[src/hdl/iplpm_pkg.sv]
// Shared types and constants of the IPv4 longest-prefix route lookup.
// No dependencies.
package iplpm_pkg;

  localparam int unsigned AddrW   = 32;
  localparam int unsigned IndexW  = 4;
  localparam int unsigned PrefixW = 6;
  localparam int unsigned PortW   = 8;
  localparam int unsigned CountW  = 5;

  localparam logic KIND_LOOKUP = 1'b0;
  localparam logic KIND_WRITE  = 1'b1;

  typedef struct packed {
    logic               hit;
    logic [PrefixW-1:0] prefix;
    logic [PortW-1:0]   port;
  } cand_t;

  // lo comes from the lower entry indexes; it keeps ties
  function automatic cand_t cand_pick(cand_t lo, cand_t hi);
    cand_t res;
    res = lo;
    if (hi.hit && (!lo.hit || (hi.prefix > lo.prefix))) begin
      res = hi;
    end
    return res;
  endfunction

endpackage

[src/hdl/iplpm_req_if.sv]
// Request, response and register-write channels of the route lookup.
// Depends on iplpm_pkg.
interface iplpm_req_if import iplpm_pkg::*; ();
  logic               valid;
  logic               ready;
  logic               kind;
  logic [AddrW-1:0]   dest_addr;
  logic [IndexW-1:0]  entry_index;
  logic [AddrW-1:0]   entry_mask;
  logic [AddrW-1:0]   entry_net;
  logic [PrefixW-1:0] entry_prefix;
  logic [PortW-1:0]   entry_port;

  modport source (output valid, kind, dest_addr, entry_index, entry_mask, entry_net,
                  entry_prefix, entry_port, input ready);
  modport sink   (input valid, kind, dest_addr, entry_index, entry_mask, entry_net,
                  entry_prefix, entry_port, output ready);
endinterface

interface iplpm_rsp_if import iplpm_pkg::*; ();
  logic             valid;
  logic             ready;
  logic             found;
  logic [PortW-1:0] out_port;

  modport source (output valid, found, out_port, input ready);
  modport sink   (input valid, found, out_port, output ready);
endinterface

interface iplpm_cfg_if import iplpm_pkg::*; ();
  logic              valid;
  logic              ready;
  logic [CountW-1:0] data;

  modport source (output valid, data, input ready);
  modport sink   (input valid, data, output ready);
endinterface

[src/hdl/ipv4_longest_prefix_route_lookup_top.sv]
// IPv4 longest-prefix route lookup, top level.
// Requests enter on req (lookup or route write), results leave on rsp, one per request.
// cfg writes route_count, the number of entries scanned from index zero.
// Pipeline: the match stage checks all entries in parallel, then the pairwise
// best-prefix selection tree adds one register level per tree level.
// Throughput: one request per cycle while rsp is not stalled; every stage is a register.
// A route write takes effect for all later requests and answers found 0.
// Stall: when rsp.valid is high and rsp.ready low, the whole pipeline holds
// and req.ready drops; nothing is lost or repeated.
// Reset: pipeline valid bits and route_count clear; table contents stay
// undefined until written. cfg.ready is always high.
// Depends on iplpm_pkg, the channel interfaces, iplpm_table and iplpm_tree.
module ipv4_longest_prefix_route_lookup_top import iplpm_pkg::*; #(
  parameter int unsigned ROUTE_ENTRIES = 16
) (
  input  logic  clk_i,
  input  logic  rst_ni,
  iplpm_req_if.sink   req,
  iplpm_rsp_if.source rsp,
  iplpm_cfg_if.sink   cfg
);

  logic [CountW-1:0]         route_count_q;
  logic                      en;
  cand_t [ROUTE_ENTRIES-1:0] leaf;
  logic                      leaf_valid;
  cand_t                     root;
  logic                      root_valid;

  always_ff @(posedge clk_i or negedge rst_ni) begin
    if (!rst_ni) begin
      route_count_q <= '0;
    end else if (cfg.valid && cfg.ready) begin
      route_count_q <= cfg.data;
    end
  end

  assign cfg.ready = 1'b1;
  assign en        = !root_valid || rsp.ready;
  assign req.ready = en;

  iplpm_table #(.N(ROUTE_ENTRIES)) u_table (
    .clk_i          (clk_i),
    .rst_ni         (rst_ni),
    .en_i           (en),
    .valid_i        (req.valid),
    .kind_i         (req.kind),
    .dest_addr_i    (req.dest_addr),
    .entry_index_i  (req.entry_index),
    .entry_mask_i   (req.entry_mask),
    .entry_net_i    (req.entry_net),
    .entry_prefix_i (req.entry_prefix),
    .entry_port_i   (req.entry_port),
    .count_i        (route_count_q),
    .leaf_o         (leaf),
    .valid_o        (leaf_valid)
  );

  iplpm_tree #(.N(ROUTE_ENTRIES)) u_tree (
    .clk_i   (clk_i),
    .rst_ni  (rst_ni),
    .en_i    (en),
    .leaf_i  (leaf),
    .valid_i (leaf_valid),
    .root_o  (root),
    .valid_o (root_valid)
  );

  assign rsp.valid    = root_valid;
  assign rsp.found    = root.hit;
  assign rsp.out_port = root.port;

  a_miss_port_zero: assert property (@(posedge clk_i) disable iff (!rst_ni)
    (rsp.valid && !rsp.found) |-> (rsp.out_port == '0))
    else $error("miss response with nonzero port");

  a_ready_follows_stall: assert property (@(posedge clk_i) disable iff (!rst_ni)
    req.ready == (!rsp.valid || rsp.ready))
    else $error("request ready disagrees with output stall");

  a_count_holds: assert property (@(posedge clk_i) disable iff (!rst_ni)
    !(cfg.valid && cfg.ready) |=> $stable(route_count_q))
    else $error("route count changed without a write");

  a_write_no_hit: assert property (@(posedge clk_i) disable iff (!rst_ni)
    (req.valid && req.ready && (req.kind == KIND_WRITE)) |=> !leaf[0].hit)
    else $error("route write produced a match");

endmodule

[src/hdl/iplpm_table.sv]
// Route table storage and the parallel match stage, one registered candidate per entry.
// Depends on iplpm_pkg.
module iplpm_table import iplpm_pkg::*; #(
  parameter int unsigned N = 16
) (
  input  logic               clk_i,
  input  logic               rst_ni,
  input  logic               en_i,
  input  logic               valid_i,
  input  logic               kind_i,
  input  logic [AddrW-1:0]   dest_addr_i,
  input  logic [IndexW-1:0]  entry_index_i,
  input  logic [AddrW-1:0]   entry_mask_i,
  input  logic [AddrW-1:0]   entry_net_i,
  input  logic [PrefixW-1:0] entry_prefix_i,
  input  logic [PortW-1:0]   entry_port_i,
  input  logic [CountW-1:0]  count_i,
  output cand_t [N-1:0]      leaf_o,
  output logic               valid_o
);

  localparam int unsigned IW = (N > 1) ? $clog2(N) : 1;

  logic [AddrW-1:0]   mask_q   [N];
  logic [AddrW-1:0]   net_q    [N];
  logic [PrefixW-1:0] prefix_q [N];
  logic [PortW-1:0]   port_q   [N];

  cand_t [N-1:0] leaf_q;
  logic          valid_q;
  logic          wr_en;
  logic [IW-1:0] wr_idx;

  assign wr_idx = IW'(entry_index_i);
  assign wr_en  = en_i && valid_i && (kind_i == KIND_WRITE) && (int'(entry_index_i) < N);

  always_ff @(posedge clk_i) begin
    if (wr_en) begin
      mask_q[wr_idx]   <= entry_mask_i;
      net_q[wr_idx]    <= entry_net_i;
      prefix_q[wr_idx] <= entry_prefix_i;
      port_q[wr_idx]   <= entry_port_i;
    end
  end

  always_ff @(posedge clk_i or negedge rst_ni) begin
    if (!rst_ni) begin
      valid_q <= 1'b0;
    end else if (en_i) begin
      valid_q <= valid_i;
    end
  end

  for (genvar i = 0; i < N; i++) begin : g_entry
    logic hit;
    assign hit = (kind_i == KIND_LOOKUP) && (int'(count_i) > i) &&
                 ((dest_addr_i & mask_q[i]) == net_q[i]);

    always_ff @(posedge clk_i) begin
      if (en_i) begin
        leaf_q[i].hit    <= hit;
        leaf_q[i].prefix <= prefix_q[i];
        leaf_q[i].port   <= hit ? port_q[i] : '0;
      end
    end
  end

  assign leaf_o  = leaf_q;
  assign valid_o = valid_q;

endmodule

[src/hdl/iplpm_tree.sv]
// Pipelined selection tree: one register level per pairwise best-prefix pick.
// Depends on iplpm_pkg.
module iplpm_tree import iplpm_pkg::*; #(
  parameter int unsigned N = 16
) (
  input  logic          clk_i,
  input  logic          rst_ni,
  input  logic          en_i,
  input  cand_t [N-1:0] leaf_i,
  input  logic          valid_i,
  output cand_t         root_o,
  output logic          valid_o
);

  localparam int unsigned LEVELS = (N > 1) ? $clog2(N) : 0;
  localparam int unsigned P      = 1 << LEVELS;

  cand_t leaf_w [P];

  for (genvar j = 0; j < P; j++) begin : g_leaf
    if (j < N) begin : g_used
      assign leaf_w[j] = leaf_i[j];
    end else begin : g_pad
      assign leaf_w[j] = '0;
    end
  end

  if (LEVELS == 0) begin : g_flat
    assign root_o  = leaf_w[0];
    assign valid_o = valid_i;
  end else begin : g_deep
    cand_t             node_q [1:P-1];
    logic [LEVELS-1:0] valid_q;

    always_ff @(posedge clk_i or negedge rst_ni) begin
      if (!rst_ni) begin
        valid_q <= '0;
      end else if (en_i) begin
        valid_q <= LEVELS'({valid_q, valid_i});
      end
    end

    for (genvar k = 1; k < P; k++) begin : g_node
      cand_t lo;
      cand_t hi;
      if (2 * k >= P) begin : g_from_leaf
        assign lo = leaf_w[2*k-P];
        assign hi = leaf_w[2*k+1-P];
      end else begin : g_from_node
        assign lo = node_q[2*k];
        assign hi = node_q[2*k+1];
      end

      always_ff @(posedge clk_i) begin
        if (en_i) begin
          node_q[k] <= cand_pick(lo, hi);
        end
      end
    end

    assign root_o  = node_q[1];
    assign valid_o = valid_q[LEVELS-1];
  end

endmodule
[src/flat_wrapper.sv]
// flat-port wrapper written by rule: the top's interface ports become plain ports
module ipv4_longest_prefix_route_lookup_top_flat import iplpm_pkg::*;
#(
  parameter int unsigned ROUTE_ENTRIES = 16
)
  (clk_i, rst_ni, req_valid, req_kind, req_dest_addr, req_entry_index, req_entry_mask, req_entry_net, req_entry_prefix, req_entry_port, req_ready, rsp_valid, rsp_found, rsp_out_port, rsp_ready, cfg_valid, cfg_data, cfg_ready);
  iplpm_req_if req_i ();
  iplpm_rsp_if rsp_i ();
  iplpm_cfg_if cfg_i ();
  input  logic clk_i;
  input  logic rst_ni;
  input wire logic [$bits(req_i.valid)-1:0] req_valid;
  input wire logic [$bits(req_i.kind)-1:0] req_kind;
  input wire logic [$bits(req_i.dest_addr)-1:0] req_dest_addr;
  input wire logic [$bits(req_i.entry_index)-1:0] req_entry_index;
  input wire logic [$bits(req_i.entry_mask)-1:0] req_entry_mask;
  input wire logic [$bits(req_i.entry_net)-1:0] req_entry_net;
  input wire logic [$bits(req_i.entry_prefix)-1:0] req_entry_prefix;
  input wire logic [$bits(req_i.entry_port)-1:0] req_entry_port;
  output wire logic [$bits(req_i.ready)-1:0] req_ready;
  output wire logic [$bits(rsp_i.valid)-1:0] rsp_valid;
  output wire logic [$bits(rsp_i.found)-1:0] rsp_found;
  output wire logic [$bits(rsp_i.out_port)-1:0] rsp_out_port;
  input wire logic [$bits(rsp_i.ready)-1:0] rsp_ready;
  input wire logic [$bits(cfg_i.valid)-1:0] cfg_valid;
  input wire logic [$bits(cfg_i.data)-1:0] cfg_data;
  output wire logic [$bits(cfg_i.ready)-1:0] cfg_ready;
  assign req_i.valid = req_valid;
  assign req_i.kind = req_kind;
  assign req_i.dest_addr = req_dest_addr;
  assign req_i.entry_index = req_entry_index;
  assign req_i.entry_mask = req_entry_mask;
  assign req_i.entry_net = req_entry_net;
  assign req_i.entry_prefix = req_entry_prefix;
  assign req_i.entry_port = req_entry_port;
  assign req_ready = req_i.ready;
  assign rsp_valid = rsp_i.valid;
  assign rsp_found = rsp_i.found;
  assign rsp_out_port = rsp_i.out_port;
  assign rsp_i.ready = rsp_ready;
  assign cfg_i.valid = cfg_valid;
  assign cfg_i.data = cfg_data;
  assign cfg_ready = cfg_i.ready;
  ipv4_longest_prefix_route_lookup_top #(.ROUTE_ENTRIES(ROUTE_ENTRIES)) u_core (.clk_i(clk_i), .rst_ni(rst_ni), .req(req_i), .rsp(rsp_i), .cfg(cfg_i));
endmodule
[config.mk]
export PLATFORM = sky130hd
export DESIGN_NAME = ipv4_longest_prefix_route_lookup_top_flat
export DESIGN_NICKNAME = d
export VERILOG_FILES = /design/src/hdl/iplpm_pkg.sv /design/src/hdl/iplpm_req_if.sv /design/src/hdl/ipv4_longest_prefix_route_lookup_top.sv /design/src/hdl/iplpm_table.sv /design/src/hdl/iplpm_tree.sv /design/src/flat_wrapper.sv
export SDC_FILE = /design/constraint.sdc
export NUM_CORES = 2
export LEC_CHECK = 0
export BUFFER_PORTS_ARGS = -buffer_cell sky130_fd_sc_hd__clkbuf_2
export CAP_MARGIN = 20
export CORE_ASPECT_RATIO = 0.9
export CORE_MARGIN = 2
export CORE_UTILIZATION = 30
export CTS_BUF_LIST = sky130_fd_sc_hd__clkbuf_8
export DETAILED_ROUTE_END_ITERATION = 10
export GPL_TIMING_DRIVEN = 0
export HOLD_SLACK_MARGIN = 0.12
export PLACE_DENSITY_LB_ADDON = 0.05
export SLEW_MARGIN = 20
export SYNTH_ARGS = -nofsm -noshare
export SYNTH_HDL_FRONTEND = slang
export SYNTH_SLANG_ARGS = --single-unit
[constraint.sdc]
create_clock -name clk_i -period 63.5 [get_ports clk_i]
set_clock_uncertainty 0.1 [all_clocks]
set_input_delay 3.175 -clock clk_i [delete_from_list [all_inputs] [get_ports clk_i]]
set_output_delay 3.175 -clock clk_i [all_outputs]
set_load 0.02 [all_outputs]
==> impl_metrics.csv <==
group,metric,value,unit
routing,vias_per_cell,4.685,
power_and_ir_drop,ir_worst_vdd,0.01664,mV
clocking,cts.sinks,1717,
finish,finalInstanceArea,78360,µm²
timing,timing.final.hold_violations,0,
clocking,cts_buffer_depth,4,
critical_path,cp_common_cell,"buf_16",
timing,finalCritPeriodShare,13.11,%
timing,setup_ws,55.18,ns
global_routing,grt_first_pass_wirelength,297200,µm
critical_path,critPathArrivalTime,5.05,ns
clocking,h-tree-depth,5,
logic_synthesis,synth_enable_flop_cells,1707,
finish,drive_above_1_share,20.16,%
routing,antenna_left,0,
timing,max_slew_margin,19.54,%
clocking,cts_tree,"yes",
clocking,cts_buffers,324,
routing,drc,0,
critical_path,crit_type,"in2out",
critical_path,slowest_stage,"clkbuf_4",
place,io_buffers,133,
critical_path,crit_path_start_kind,"input pin",
status,outcome,"completed",
floorplanning,die_w,500.4,µm
floorplanning,die_height,450.7,µm
power_and_ir_drop,p_leak,27.74,nW
timing,whs,0.2968,ns
logic_synthesis,synth.most_common_cell,"edfxtp_1",
timing,tns,0,ns
clocking,postCtsHoldBufs,0,
logic_synthesis,yosysSeqAreaShare,77.43,%
logic_synthesis,synthesis.nets,4180,
global_routing,grt_max_degree,50,
logic_synthesis,ys_ff_latch,1717,
timing,worst_pin_slew,1.200,ns
floorplanning,core,219900,µm²
global_routing,antenna_found_initial,38,
clocking,postCtsSetupRepairBufs,0,
critical_path,crit_chain,"clkbuf_2, nand2b_1, clkbuf_4, buf_16, buf_16, buf_16, clkbuf_2",
place,post-dp-hpwl,147200,µm
clocking,cts_resized,0,
finish,syn2layout_area_growth,17.80,%
timing,report.final.slew_viol_count,0,
logic_synthesis,syn_avg_cell_area,16.78,µm²
power_and_ir_drop,powerDensity,34.34,nW/µm²
global_routing,grtUsageTotal,19.41,%
logic_synthesis,ys_async_sr_fraction,0.5824,%
routing,routedWlPerCell,28.89,µm
routing,via_count,35814,
timing,grt_setup_unrepaired,"no",
timing,period_needed,8.322,ns
logic_synthesis,synthDistinctLibCells,55,
timing,max_freq,0.1202,GHz
timing,setup_viol,0,
logic_synthesis,ys_warn_count,0,
run,drv_cap,0,
finish,final_cells,7645,
global_routing,gr-total-overflow,0,
clocking,clk_pin_slew,0.05,ns
finish,nets,4755,
routing,finalWirelength,220800,µm
logic_synthesis,synth_top_area_cell,"edfxtp_1",
logic_synthesis,syn_area,66530,µm²
routing,dr.pass1.iters,5,
logic_synthesis,synth_flop_cell,"edfxtp_1",
min_path,hp-class,"reg2reg",
floorplanning,rows,163,
floorplanning,ios,137,
routing,drtIter0Drc,2809,
place,post-place-ws,55.10,ns
clocking,cts_root_buffer,"clkbuf_8",
floorplanning,start_util,30.26,%
logic_synthesis,synthTopCellsByCount,"1,707 x edfxtp_1, 317 x nand2_1, 265 x xnor2_1",
place,place_inst,7100,
place,gp_congestion,0.7512,
logic_synthesis,synth_top_cell_area_share,77.05,%
clocking,clk_latency,1.04,ns
critical_path,end_kind,"output pin",
place,place_area,72920,µm²
logic_synthesis,synth_area_leaders,"edfxtp_1 77%, mux2_2 3.6%, xnor2_1 3.5%, nand2_1 1.8%, ha_1 1.7%",
floorplanning,die_area,225500,µm²
critical_path,critPathMaxStageDelay,0.49,ns
critical_path,worst-path-max-fanout,49,
logic_synthesis,syn_inst,3965,
global_routing,grt_pass1_vias,35907,
critical_path,required,60.22,ns
[report_power, final]
| part | total, mW | leakage [nW] | internal (mW) | switching [mW] |
|---|---|---|---|---|
| combinational | 0.324 | 8.41 | 0.125 | 0.198 |
| sequential | 1.42 | 16.1 | 1.38 | 0.0401 |
| clock | 0.947 | 3.21 | 0.485 | 0.462 |
| total | 2.69 | 27.7 | 1.99 | 0.700 |
[cells by family (layout without fill, tap and decap cells)]
| group | count (synthesis) | in the layout | share of synthesized area [%] |
|---|---|---|---|
| mux | 212 | 212 | 3.589 |
| buf+inv | 327 | 1105 | 2.009 |
| fa+ha+maj | 90 | 90 | 1.693 |
| flops | 1717 | 1717 | 77.43 |
| simple gates | 917 | 917 | 7.373 |
| other cells | 1 | 16 | 0.005637 |
| compound gates | 400 | 400 | 3.940 |
| xor+xnor | 301 | 301 | 3.963 |
[area by class of cell]
| type | count | area [µm²] |
|---|---|---|
| Buffer | 92 | 466.7 |
| Antenna cell | 15 | 37.54 |
| Multi-Input combinational cell | 1921 | 13890 |
| Fill cell | 20983 | 141500 |
| Clock inverter | 198 | 834.6 |
| Tap cell | 2887 | 3612 |
| Clock buffer | 331 | 4556 |
| Timing Repair Buffer | 249 | 2579 |
| Sequential cell | 1717 | 51510 |
| Inverter | 235 | 882.1 |
[critical path: cells and delay by family]
family | cells | cell delay, ns
buffers and inverters | 6 | 1.67
and+or+nand+nor | 1 | 0.08
[final timing paths]
| kind | to | cells past startpoint | slack (ns) | from |
|---|---|---|---|---|
| max in group asynchronous | u_core.u_tree.g_deep.valid_q[2] | 1 | 61.10 | rst_ni |
| min in group asynchronous | u_core.route_count_q[2] | 1 | 1.92 | rst_ni |
| hold / removal | u_core.u_table.leaf_o[233] | 0 | 0.30 | u_core.u_table.prefix_q[15][0] |
| hold reg to reg | u_core.u_table.leaf_o[233] | 0 | 0.30 | u_core.u_table.prefix_q[15][0] |
| setup / recovery | req_ready | 7 | 55.18 | rsp_ready |
| setup reg to reg | u_core.u_table.mask_q[8][6] | 14 | 59.17 | u_core.u_tree.g_deep.valid_q[3] |
[placed cells by master, fill, tap and decap left out, types with 32 or more instances in the layout]
cell and instances:
nor2b_1 32, nor3_1 124, edfxtp_1 1707, a21boi_0 45, buf_2 63, o22ai_1 33, o21ai_0 33, clkbuf_8 331
mux2_2 212, nand4_1 54, ha_1 90, inv_1 360, a21o_1 43, a21oi_1 130, a211oi_1 40, nor4_1 50
nand2_1 317, nand3_1 61, xor2_1 35, xnor2_1 265, and3_1 111, clkinv_1 53, buf_4 43, and3b_1 49
clkbuf_2 138, buf_12 33
[per-stage QoR]
| step | utilization, % | total power, mW |
|---|---|---|
| 2_1_floorplan | - | 1.653 |
| 3_3_place_gp | 32.20 | 1.836 |
| 3_5_place_dp | 33.17 | 1.783 |
| 4_1_cts | 35.62 | 2.748 |
| 5_1_grt | 35.64 | 2.819 |
| 6_report | 35.64 | 2.691 |
[registers in the layout, indices dropped and copies added (netlist names)]
signal	cells
u_core.u_table.net_q	512
u_core.u_table.leaf_o	240
u_core.route_count_q	5
u_core.u_tree.g_deep.valid_q	4
u_core.u_table.port_q	128
u_core.u_table.valid_o	1
u_core.u_table.mask_q	512
u_core.u_tree.g_deep.node_q	219
u_core.u_table.prefix_q	96
[routing by layer]
layer	global-route usage [%]	vias to the layer above	share of wire (%)	routed length, µm
li1	-	16240	-	-
met1	24.97	18315	43	94180
met2	34.02	917	51	112000
met3	2.980	338	4.4	9820
met4	4.933	4	2.2	4860
met5	0	-	0.012	26
Note: power is estimated with default switching activity, not from simulation.
